===== src/assert_macros.svh =====
// Assertion helpers for the glyph writer.
// Every macro samples on clk and is disabled while arst_n is low.
`ifndef ASSERT_MACROS_SVH
`define ASSERT_MACROS_SVH

// Same-cycle implication.
`define SPGW_ASSERT_IMP(label, ante, cons, msg) \
	label: assert property (@(posedge clk) disable iff (!arst_n) (ante) |-> (cons)) \
		else $error(msg);

// Next-cycle implication.
`define SPGW_ASSERT_NXT(label, ante, cons, msg) \
	label: assert property (@(posedge clk) disable iff (!arst_n) (ante) |=> (cons)) \
		else $error(msg);

`endif


===== src/spgw_pkg.sv =====
// ----------------------------------------------------------------------------
// spgw_pkg
// Shared constants and types for the split panel glyph writer.
// ----------------------------------------------------------------------------
`timescale 1ns / 1ps
`default_nettype none

package spgw_pkg;

	// Glyph store geometry
	localparam int GLYPH_COUNT  = 256;
	localparam int GLYPH_BYTES  = 32;
	localparam int GLYPH_COLS   = 16;
	localparam int STORE_DEPTH  = GLYPH_COUNT * GLYPH_BYTES;
	localparam int ADDR_W       = $clog2(STORE_DEPTH);

	// Panel geometry
	localparam int SPLIT_COL    = 64;
	localparam int STRADDLE_LOW = 48;

	// Field widths
	localparam int GLYPH_W  = 8;
	localparam int OFFSET_W = 5;
	localparam int BYTE_W   = 8;
	localparam int COL_W    = 7;
	localparam int PAGE_W   = 3;

	// Panel command bytes
	localparam logic [BYTE_W-1:0] CMD_PAGE   = 8'hB8;
	localparam logic [BYTE_W-1:0] CMD_COLUMN = 8'h40;

	// Request opcodes
	localparam logic OP_LOAD = 1'b0;
	localparam logic OP_DRAW = 1'b1;

	// One bus byte as issued by the sequencer
	typedef struct packed {
		logic              valid;
		logic              chip;
		logic              is_data;
		logic              zero;
		logic              last;
		logic [BYTE_W-1:0] cmd_byte;
	} tok_t;

endpackage

`default_nettype wire


===== src/spgw_seq.sv =====
// ----------------------------------------------------------------------------
// spgw_seq
// Draw sequencer: walks four segments, each a page command, a column command
// and data bytes, with one shared down counter and issues one bus byte per step.
// ----------------------------------------------------------------------------
`timescale 1ns / 1ps
`default_nettype none

module spgw_seq (
	input  wire logic                           clk,
	input  wire logic                           arst_n,
	input  wire logic                           draw_fire,
	input  wire logic [spgw_pkg::GLYPH_W-1:0]   glyph_index,
	input  wire logic                           glyph_ok,
	input  wire logic [spgw_pkg::COL_W-1:0]     column,
	input  wire logic [spgw_pkg::PAGE_W-1:0]    page,
	input  wire logic                           advance,
	output logic                                idle,
	output spgw_pkg::tok_t                      tok,
	output logic                                rd_en,
	output logic [spgw_pkg::ADDR_W-1:0]         rd_addr
);

	typedef enum logic [3:0] {
		ST_IDLE   = 4'b0001,
		ST_PAGE   = 4'b0010,
		ST_COLUMN = 4'b0100,
		ST_DATA   = 4'b1000
	} state_t;

	localparam logic [4:0]                   N_FULL = 5'(spgw_pkg::GLYPH_COLS);
	localparam logic [spgw_pkg::COL_W-1:0]   C_LOW  = spgw_pkg::COL_W'(spgw_pkg::STRADDLE_LOW);
	localparam logic [spgw_pkg::COL_W-1:0]   C_SPL  = spgw_pkg::COL_W'(spgw_pkg::SPLIT_COL);

	state_t                         state_q, state_d;
	logic [1:0]                     seg_q, seg_d;
	logic [4:0]                     cnt_q, cnt_d;
	logic [4:0]                     pos_q, pos_d;
	logic [spgw_pkg::PAGE_W-1:0]    page_q;
	logic [spgw_pkg::GLYPH_W-1:0]   glyph_q;
	logic                           gok_q;
	logic [5:0]                     a_col_q, b_col_q, a_col_d, b_col_d;
	logic [4:0]                     a_n_q, b_n_q, a_n_d, b_n_d;

	logic                           chip;
	logic                           last_seg;
	logic [spgw_pkg::PAGE_W-1:0]    pg;
	logic [5:0]                     start;
	logic [4:0]                     n;
	logic                           cnt_one;
	logic [4:0]                     cnt_dec;
	logic [12:0]                    addr_full;

	// Split of the glyph at the controller boundary
	always_comb begin
		a_col_d = '0;
		b_col_d = '0;
		a_n_d   = '0;
		b_n_d   = '0;
		priority if (column <= C_LOW) begin
			a_col_d = column[5:0];
			a_n_d   = N_FULL;
		end else if (column >= C_SPL) begin
			b_col_d = column[5:0];
			b_n_d   = N_FULL;
		end else begin
			a_col_d = column[5:0];
			a_n_d   = 5'(C_SPL - column);
			b_n_d   = 5'(column - C_LOW);
		end
	end

	// Segment decode
	assign chip     = seg_q[0];
	assign last_seg = (seg_q == 2'd3);
	assign pg       = page_q + {2'b00, seg_q[1]};
	assign start    = chip ? b_col_q : a_col_q;
	assign n        = chip ? b_n_q : a_n_q;

	// Shared down counter and its end compare
	assign cnt_dec  = cnt_q - 5'd1;
	assign cnt_one  = (cnt_q == 5'd1);

	assign idle      = (state_q == ST_IDLE);
	assign addr_full = {glyph_q, pos_q};
	assign rd_addr   = addr_full[spgw_pkg::ADDR_W-1:0];
	assign rd_en     = advance && (state_q == ST_DATA);

	// Byte issued in the current step
	always_comb begin
		tok          = '0;
		tok.valid    = !idle;
		tok.chip     = chip;
		unique case (state_q)
			ST_PAGE: begin
				tok.cmd_byte = spgw_pkg::CMD_PAGE | {5'b0, pg};
			end
			ST_COLUMN: begin
				tok.cmd_byte = spgw_pkg::CMD_COLUMN | {2'b0, start};
				tok.last     = last_seg && (n == 5'd0);
			end
			ST_DATA: begin
				tok.is_data  = 1'b1;
				tok.zero     = !gok_q;
				tok.last     = last_seg && cnt_one;
			end
			default: begin
				tok.valid    = 1'b0;
			end
		endcase
	end

	// Step sequencing
	always_comb begin
		state_d = state_q;
		seg_d   = seg_q;
		cnt_d   = cnt_q;
		pos_d   = pos_q;
		unique case (state_q)
			ST_IDLE: begin
				if (draw_fire) begin
					state_d = ST_PAGE;
					seg_d   = 2'd0;
					pos_d   = 5'd0;
				end
			end
			ST_PAGE: begin
				if (advance) begin
					state_d = ST_COLUMN;
				end
			end
			ST_COLUMN: begin
				if (advance) begin
					if (n == 5'd0) begin
						state_d = last_seg ? ST_IDLE : ST_PAGE;
						seg_d   = seg_q + 2'd1;
					end else begin
						state_d = ST_DATA;
						cnt_d   = n;
					end
				end
			end
			ST_DATA: begin
				if (advance) begin
					pos_d = pos_q + 5'd1;
					cnt_d = cnt_dec;
					if (cnt_one) begin
						state_d = last_seg ? ST_IDLE : ST_PAGE;
						seg_d   = seg_q + 2'd1;
					end
				end
			end
			default: begin
				state_d = ST_IDLE;
			end
		endcase
	end

	// Control registers
	always_ff @(posedge clk or negedge arst_n) begin
		if (!arst_n) begin
			state_q <= ST_IDLE;
			seg_q   <= '0;
			cnt_q   <= '0;
			pos_q   <= '0;
		end else begin
			state_q <= state_d;
			seg_q   <= seg_d;
			cnt_q   <= cnt_d;
			pos_q   <= pos_d;
		end
	end

	// Draw parameters, captured on accept
	always_ff @(posedge clk) begin
		if (draw_fire) begin
			page_q  <= page;
			glyph_q <= glyph_index;
			gok_q   <= glyph_ok;
			a_col_q <= a_col_d;
			b_col_q <= b_col_d;
			a_n_q   <= a_n_d;
			b_n_q   <= b_n_d;
		end
	end

endmodule

`default_nettype wire


===== config.mk =====
export PLATFORM = sky130hd
export DESIGN_NAME = spgw_seq
export DESIGN_NICKNAME = d
export VERILOG_FILES = /design/src/assert_macros.svh /design/src/spgw_pkg.sv /design/src/spgw_seq.sv
export SDC_FILE = /design/constraint.sdc
export NUM_CORES = 1
export LEC_CHECK = 0
export ABC_AREA = 1
export BUFFER_PORTS_ARGS = -buffer_cell sky130_fd_sc_hd__buf_2
export CORE_MARGIN = 2
export CORE_UTILIZATION = 38
export CTS_CLUSTER_DIAMETER = 40
export CTS_CLUSTER_SIZE = 10
export DETAILED_ROUTE_END_ITERATION = 10
export GPL_ROUTABILITY_DRIVEN = 0
export GPL_TIMING_DRIVEN = 0
export PLACE_DENSITY_LB_ADDON = 0.15
export SLEW_MARGIN = 25
export SYNTH_ARGS = -nofsm -noshare
export SYNTH_HDL_FRONTEND = slang
export SYNTH_SLANG_ARGS = --single-unit

===== constraint.sdc =====
create_clock -name clk -period 2 [get_ports clk]
set_clock_uncertainty 0.15 [all_clocks]
set_input_delay 0.1 -clock clk [delete_from_list [all_inputs] [get_ports clk]]
set_output_delay 0.1 -clock clk [all_outputs]
set_load 0.02 [all_outputs]

==> results.toml, run 1 <==
[power_and_ir_drop]
ir_drop_mv = 0.623
p_comb_share_pct = 40.2
powerDensity_nw_per_um2 = 1050
clkPwrFrac_pct = 21.0
sw_frac_of_total_pct = 39.9
power.net_switching_mw = 1.42
seqPwrFrac_pct = 38.8
p_leak_nw = 1.68
finalPower_mw = 3.56
internal-power_mw = 2.14

[critical_path]
crit_chain = "nor2_4, nand3_4, buf_4, o31ai_1, buf_2"
crit_arrival_ns = 1.74
critPathLaunchType = "register"
required_ns = 1.75
crit_type = "register to primary output"
critPathCaptureType = "primary output"
path_max_fanout = 5
slowest_stage = "dfrtp_2"
critPathMaxStageDelay_ns = 0.45

[min_path]
hp-class = "primary input to async pin"

[floorplanning]
start_util_pct = 39.8
die_x_um = 86.3
die-area_um2 = 7440
core_area_um2 = 6460
num_io_pins = 51
dieHeight_um = 86.3
rows = 29

[final_layout]
syn_to_final_growth_pct = 31.1
final_core_util_pct = 52.2
diodes = 0
drive_gt1_share_pct = 31.0
design_area_um2 = 3370
nets = 393

[route]
drc = 0
via_per_inst = 4.70
vias = 2071
first_pass_iters = 4
routed_wl_um = 5430
route.detailed.wl_per_inst_um = 12.3
ant_nets = 0
drt-initial-drc-count = 105

[clocking]
cts_max_level = 2
cts_tree = "yes"
clk_latency_ns = 0.31
clock-root-buffer = "clkbuf_8"
cts_buffers = 5
clock-sinks = 49
clockBufferDepth = 2
clk_pin_slew_ns = 0.10

[timing]
final_hold_viol_count = 0
slew_headroom_pct = 50.3
period_needed_ns = 1.99
setup_viol = 0
period_share_pct = 99.4
max_freq_mhz = 503
fin_setup_tns_ns = 0
rsz0062_at_grt = "yes"
drv_slew = 0
worst_slew_pin_slew_ns = 0.745

[logic_synthesis]
synth-seq-area-share_pct = 54.1
netlist_top_cells_area = "edfxtp_1 (39%), dfrtp_1 (15%), nand2_1 (10%)"
ys.flop_type = "edfxtp_1"
yosysWarnings = 0
ys_ff_latch = 49
syn_inst = 276
synth_area_leader_cell = "edfxtp_1"
synth_fp_nets = 306
syn_area_per_cell_um2 = 9.32
synth_top_area_share_pct = 38.5
synth_cell_types = 31
async_flop_share_pct = 32.7
synth_area_um2 = 2570
synth-edff-count = 33

[grt]
antenna_found_initial = 0
grt_overflow = 0
grt_pass1_wl_um = 9230
grt_usage_pct = 15.8
grt_pass1_vias = 2095
grt_start_max_net_pins = 35

[placed_design]
placed_area_um2 = 2920
port_buffers = 50
dpl.hpwl_um = 3870

[job]
drv_cap = 0

[run_status]
status = "finished, final reports clean"
==> logic make-up after synthesis <==
family / after synthesis / share of synthesized area [%]
AND/OR/NAND/NOR: 153 / 29.4
flip-flops: 49 / 54.1
AO/OA/AOI/OAI: 18 / 4.47
adder cells (fa/ha/maj): 7 / 3.40
XOR/XNOR: 4 / 1.36
buffers and inverters: 45 / 7.25
==> flip-flops by register name (all words and copies together) (netlist names), 3 cells and up <==
signal	cells
pos_q	5
state_q	4
glyph_q	8
a_n_q	5
page_q	3
cnt_q	5
a_col_q	6
b_n_q	4
b_col_q	6
==> timing repair <==
item,4_1_cts,5_1_grt
endpoints found under the hold margin,42,0
buffers inserted,2,6
hold buffers,22,0
setup endpoints to repair,1,3
gates resized for setup,2,13
pin swaps,1,7
==> placed cells by master (no fill, tap or decap), drive strengths merged <==
master and instances:
ha 7, buf 61, dfrtp 15, nand3 20
a22o 1, o21ai 8, nand2 83, clkbuf 7
bufinv 1, edfxtp 33, xor2 3, dfstp 1
nand4 8, nor2 41, dlygate4sd3 22, inv 42
nor3 1, o21a 1, o31ai 6, a21oi 2
xnor2 1
==> synthesized netlist by cell type, types with 3 or more instances <==
master	number
nand2_1	69
edfxtp_1	33
nor2_1	33
inv_1	30
nand3_1	17
dfrtp_1	15
nand2_2	10
inv_2	9
ha_1	7
nand4_1	7
o31ai_1	6
nor2_4	5
o21ai_1	5
nand2_4	4
nand3_2	3
xor2_1	3
==> critical path, delay by kind of cell (launching register included) <==
kind | cells | cell delay [ns]
AND/OR/NAND/NOR | 2 | 0.32
AO/OA/AOI/OAI | 1 | 0.26
buffers and inverters | 2 | 0.40
flip-flops | 1 | 0.45
==> power groups by stage <==
stage	Sequential (mW)	Clock [mW]	Combinational [mW]
floorplan	1.40	0	0.962
global placement	1.38	0	1.30
detailed placement	1.39	0	1.32
CTS	1.37	0.767	1.38
global route	1.40	0.808	1.59
finish	1.38	0.747	1.43
==> layer usage <==
metal  global-route usage [%]  vias up  wire length [µm]
met3                     4.29        4               209
met1                     18.9      954              2430
met5                        0        -                 0
li1                         -     1069                 -
met4                     3.69        0                40
met2                     28.3       44              2750
==> worst paths after layout <==
path	endpoint	slack, ns	cells after the start	start
worst max-delay path	tok[3]	0.01	5	state_q[1]$_DFFE_PN0P_
min in group clk	glyph_q[6]$_DFFE_PP_	0.25	1	draw_fire
worst max register to register	cnt_q[2]$_DFFE_PN0P_	0.32	11	seg_q[0]$_DFFE_PN0P_
worst min-delay path	cnt_q[4]$_DFFE_PN0P_	0.10	2	arst_n
max in group asynchronous	state_q[0]$_DFFE_PN1P_	1.27	2	arst_n
worst min register to register	cnt_q[1]$_DFFE_PN0P_	0.33	2	cnt_q[1]$_DFFE_PN0P_
==> cell type report <==
class | instances | area [µm²]
fill | 601 | 3090
sequential | 49 | 1400
multi-input combinational | 182 | 1030
timing repair buffer | 80 | 537
inverter | 40 | 158
tap | 77 | 96.3
clock buffer | 5 | 68.8
clock inverter | 3 | 47.5
buffer | 5 | 37.5
==> stage by stage <==
| stage | hold slack [ns] | instances | setup WS [ns] |
|---|---|---|---|
| 2_1_floorplan | -0.346 | 276 | 0.361 |
| 3_3_place_gp | -0.105 | 403 | 0.234 |
| 3_5_place_dp | -0.0904 | 403 | 0.253 |
| 4_1_cts | 0.108 | 435 | 0.0147 |
| 5_1_grt | 0.123 | 441 | -0.0415 |
| 6_report | 0.102 | 441 | 0.0127 |
(Power assumes the default switching activity.)
==> inputs of run 2 (changes only) <==
- ABC_AREA: 1 -> not set
==> results.toml, run 2 <==
[logic_synthesis]
synth_area_leader_cell = "edfxtp_1"
synthMuxAreaShare_pct = 4.77
async_flop_share_pct = 32.7
netlist_top_cells_area = "edfxtp_1 (40%), dfrtp_1 (15%), and2_1 (3.6%)"
ys_ff_latch = 49
synth_fp_nets = 242
synth-edff-count = 33
synth-simple-area-share_pct = 17.0
synthTopCellsByCount = "edfxtp_1 (33), dfrtp_1 (15), and2_1 (14), nor2_1 (14), o21ai_0 (10)"
synth-seq-area-share_pct = 56.5
syn_area_per_cell_um2 = 11.6
synth_compound_area_share_pct = 11.6
synth_top_area_share_pct = 40.2
synth_cell_types = 51
synth_top_family_by_area = "simple AND/OR/NAND/NOR gates"
syn_inst = 212
ys.flop_type = "edfxtp_1"
yosysWarnings = 0
synth_area_um2 = 2470
synthMostInstantiatedCell = "edfxtp_1"
synthAdderAreaFrac_pct = 3.55
synthXorXnorAreaFrac_pct = 2.49

[route]
route.detailed.wl_per_inst_um = 15.3
first_pass_iters = 4
via_per_inst = 5.17
drt-initial-drc-count = 107
drc = 0
ant_nets = 0
vias = 2001
routed_wl_um = 5920

[timing]
hold_ws_ns = 0.0239
period_share_pct = 116
setup_viol = 18
fin_setup_tns_ns = -2.68
layout_setup_ws_ns = -0.316
rsz0062_at_grt = "yes"
worst_slew_pin_slew_ns = 0.817
slew_headroom_pct = 45.5
max_freq_mhz = 432
period_needed_ns = 2.32
drv_slew = 0
final_hold_viol_count = 0

[min_path]
hp-class = "primary input to register"
whs_path_depth = 3
min_to = "a_col_q[1]$_DFFE_PP_"
min_from = "column[1]"

[final_layout]
syn_to_final_growth_pct = 45.7
design_area_um2 = 3590
drive_gt1_share_pct = 40.6
diodes = 0
final_core_util_pct = 56.9
regMostFlops = "glyph_q"
fillers = 553
largest_reg_flops = 8
nets = 339
final_cells = 387
largestRegisters = "glyph_q (8), a_col_q (6), b_col_q (6)"
final_cell_mix = "buf_2 (38), edfxtp_1 (33), buf_4 (20), dlygate4sd3_1 (19), buf_6 (17)"
final_common_cell = "buf_2"

[clocking]
cts_buffers = 5
clk_latency_ns = 0.30
clock-sinks = 49
cts_max_level = 2
clock-root-buffer = "clkbuf_8"
cts_tree = "yes"
clockBufferDepth = 2
clk_pin_slew_ns = 0.09

[critical_path]
crit_type = "register to primary output"
reg2reg_depth = 5
r2r_end = "seg_q[0]$_DFFE_PN0P_"
crit_arrival_ns = 2.07
rrSetupSlack_ns = -0.30
critPathLaunchType = "register"
required_ns = 1.75
critPathCaptureType = "primary output"
path_max_fanout = 2
rr_startpoint = "b_n_q[2]$_SDFFCE_PP0P_"

[grt]
grt_start_max_net_pins = 38
grt_pass1_wl_um = 9680
grt_pass1_vias = 1962
antenna_found_initial = 0
grt_overflow = 0
grt_usage_pct = 17.0

[placed_design]
dpl.hpwl_um = 3710
placed_area_um2 = 2830
numPlacedInstances = 338
pre_cts_ws_ns = -0.386
port_buffers = 49

[floorplanning]
num_io_pins = 51
start_util_pct = 39.1
core_area_um2 = 6310
die-area_um2 = 7150
die_x_um = 84.6
rows = 29
dieHeight_um = 84.6

[run_status]
status = "finished, violations left"
failed_checks = "setup timing"

[power_and_ir_drop]
finalPower_mw = 3.34
ir_drop_mv = 0.577
powerDensity_nw_per_um2 = 931
p_leak_nw = 1.50

[job]
drv_cap = 0
## run 2: worst max-delay path: stages, from the launching register on
cell	delay, ns
edfxtp_1	0.40
or4b_4	0.55
a211o_1	0.36
o21ai_2	0.14
and3_1	0.19
buf_6	0.12
## run 2: metal layers
metal  vias up  share of wire, %  track usage, %
met3         6               3.2            3.34
li1        976                 -               -
met1       977                46            23.6
met2        42                49            26.1
met4         0               1.4            7.07
met5         -                 0               0
## run 2: where the power goes
part           internal [mW]  switching, mW  leakage, nW  total, mW
logic                  0.695          0.672        0.943       1.37
registers               1.23          0.149        0.522       1.38
clock network          0.247          0.346       0.0374      0.593
## run 2: worst max path at each step
| stage | cells after the start | slack (ns) | end | start |
|---|---|---|---|---|
| final | 5 | -0.32 | tok[8] | b_n_q[2]$_SDFFCE_PP0P_ |
| after CTS | 5 | -0.32 | tok[8] | a_n_q[1]$_SDFFCE_PP0P_ |
| after global routing | 5 | -0.39 | tok[8] | b_n_q[2]$_SDFFCE_PP0P_ |
| after global placement | 6 | -0.42 | seg_q[0]$_DFFE_PN0P_ | cnt_q[1]$_DFFE_PN0P_ |
| after detailed placement | 6 | -0.39 | seg_q[0]$_DFFE_PN0P_ | cnt_q[1]$_DFFE_PN0P_ |
| after floorplan | 7 | -0.15 | seg_q[0]$_DFFE_PN0P_ | state_q[1]$_DFFE_PN0P_ |
## run 2: cell families (layout without fill, tap and decap cells)
group                      count (synthesis)  after routing
and+or+nand+nor                           75             75
adders and majority gates                  7              7
AOI/OAI and AO/OA                         41             41
xor gates and xnor gates                   7              7
muxes                                     11             11
DFF                                       49             49
buffers and inverters                     22            120
## run 2: layout make-up
type	count	area, µm²	area share [%]
sequential	49	1400	38.9
buffer	9	68.8	1.92
inverter	9	45.0	1.25
clock buffer	6	72.6	2.02
timing repair buffer	94	753	21.0
tap	77	96.3	2.68
clock inverter	2	15.0	0.418
multi-input combinational	141	1140	31.9
## run 2: what timing repair did
action	CTS	global route
setup endpoints to repair	26	29
hold buffers	19	0
resized for setup	65	18
endpoints found under the hold margin	38	0
pin swaps	11	11
buffers inserted	22	4
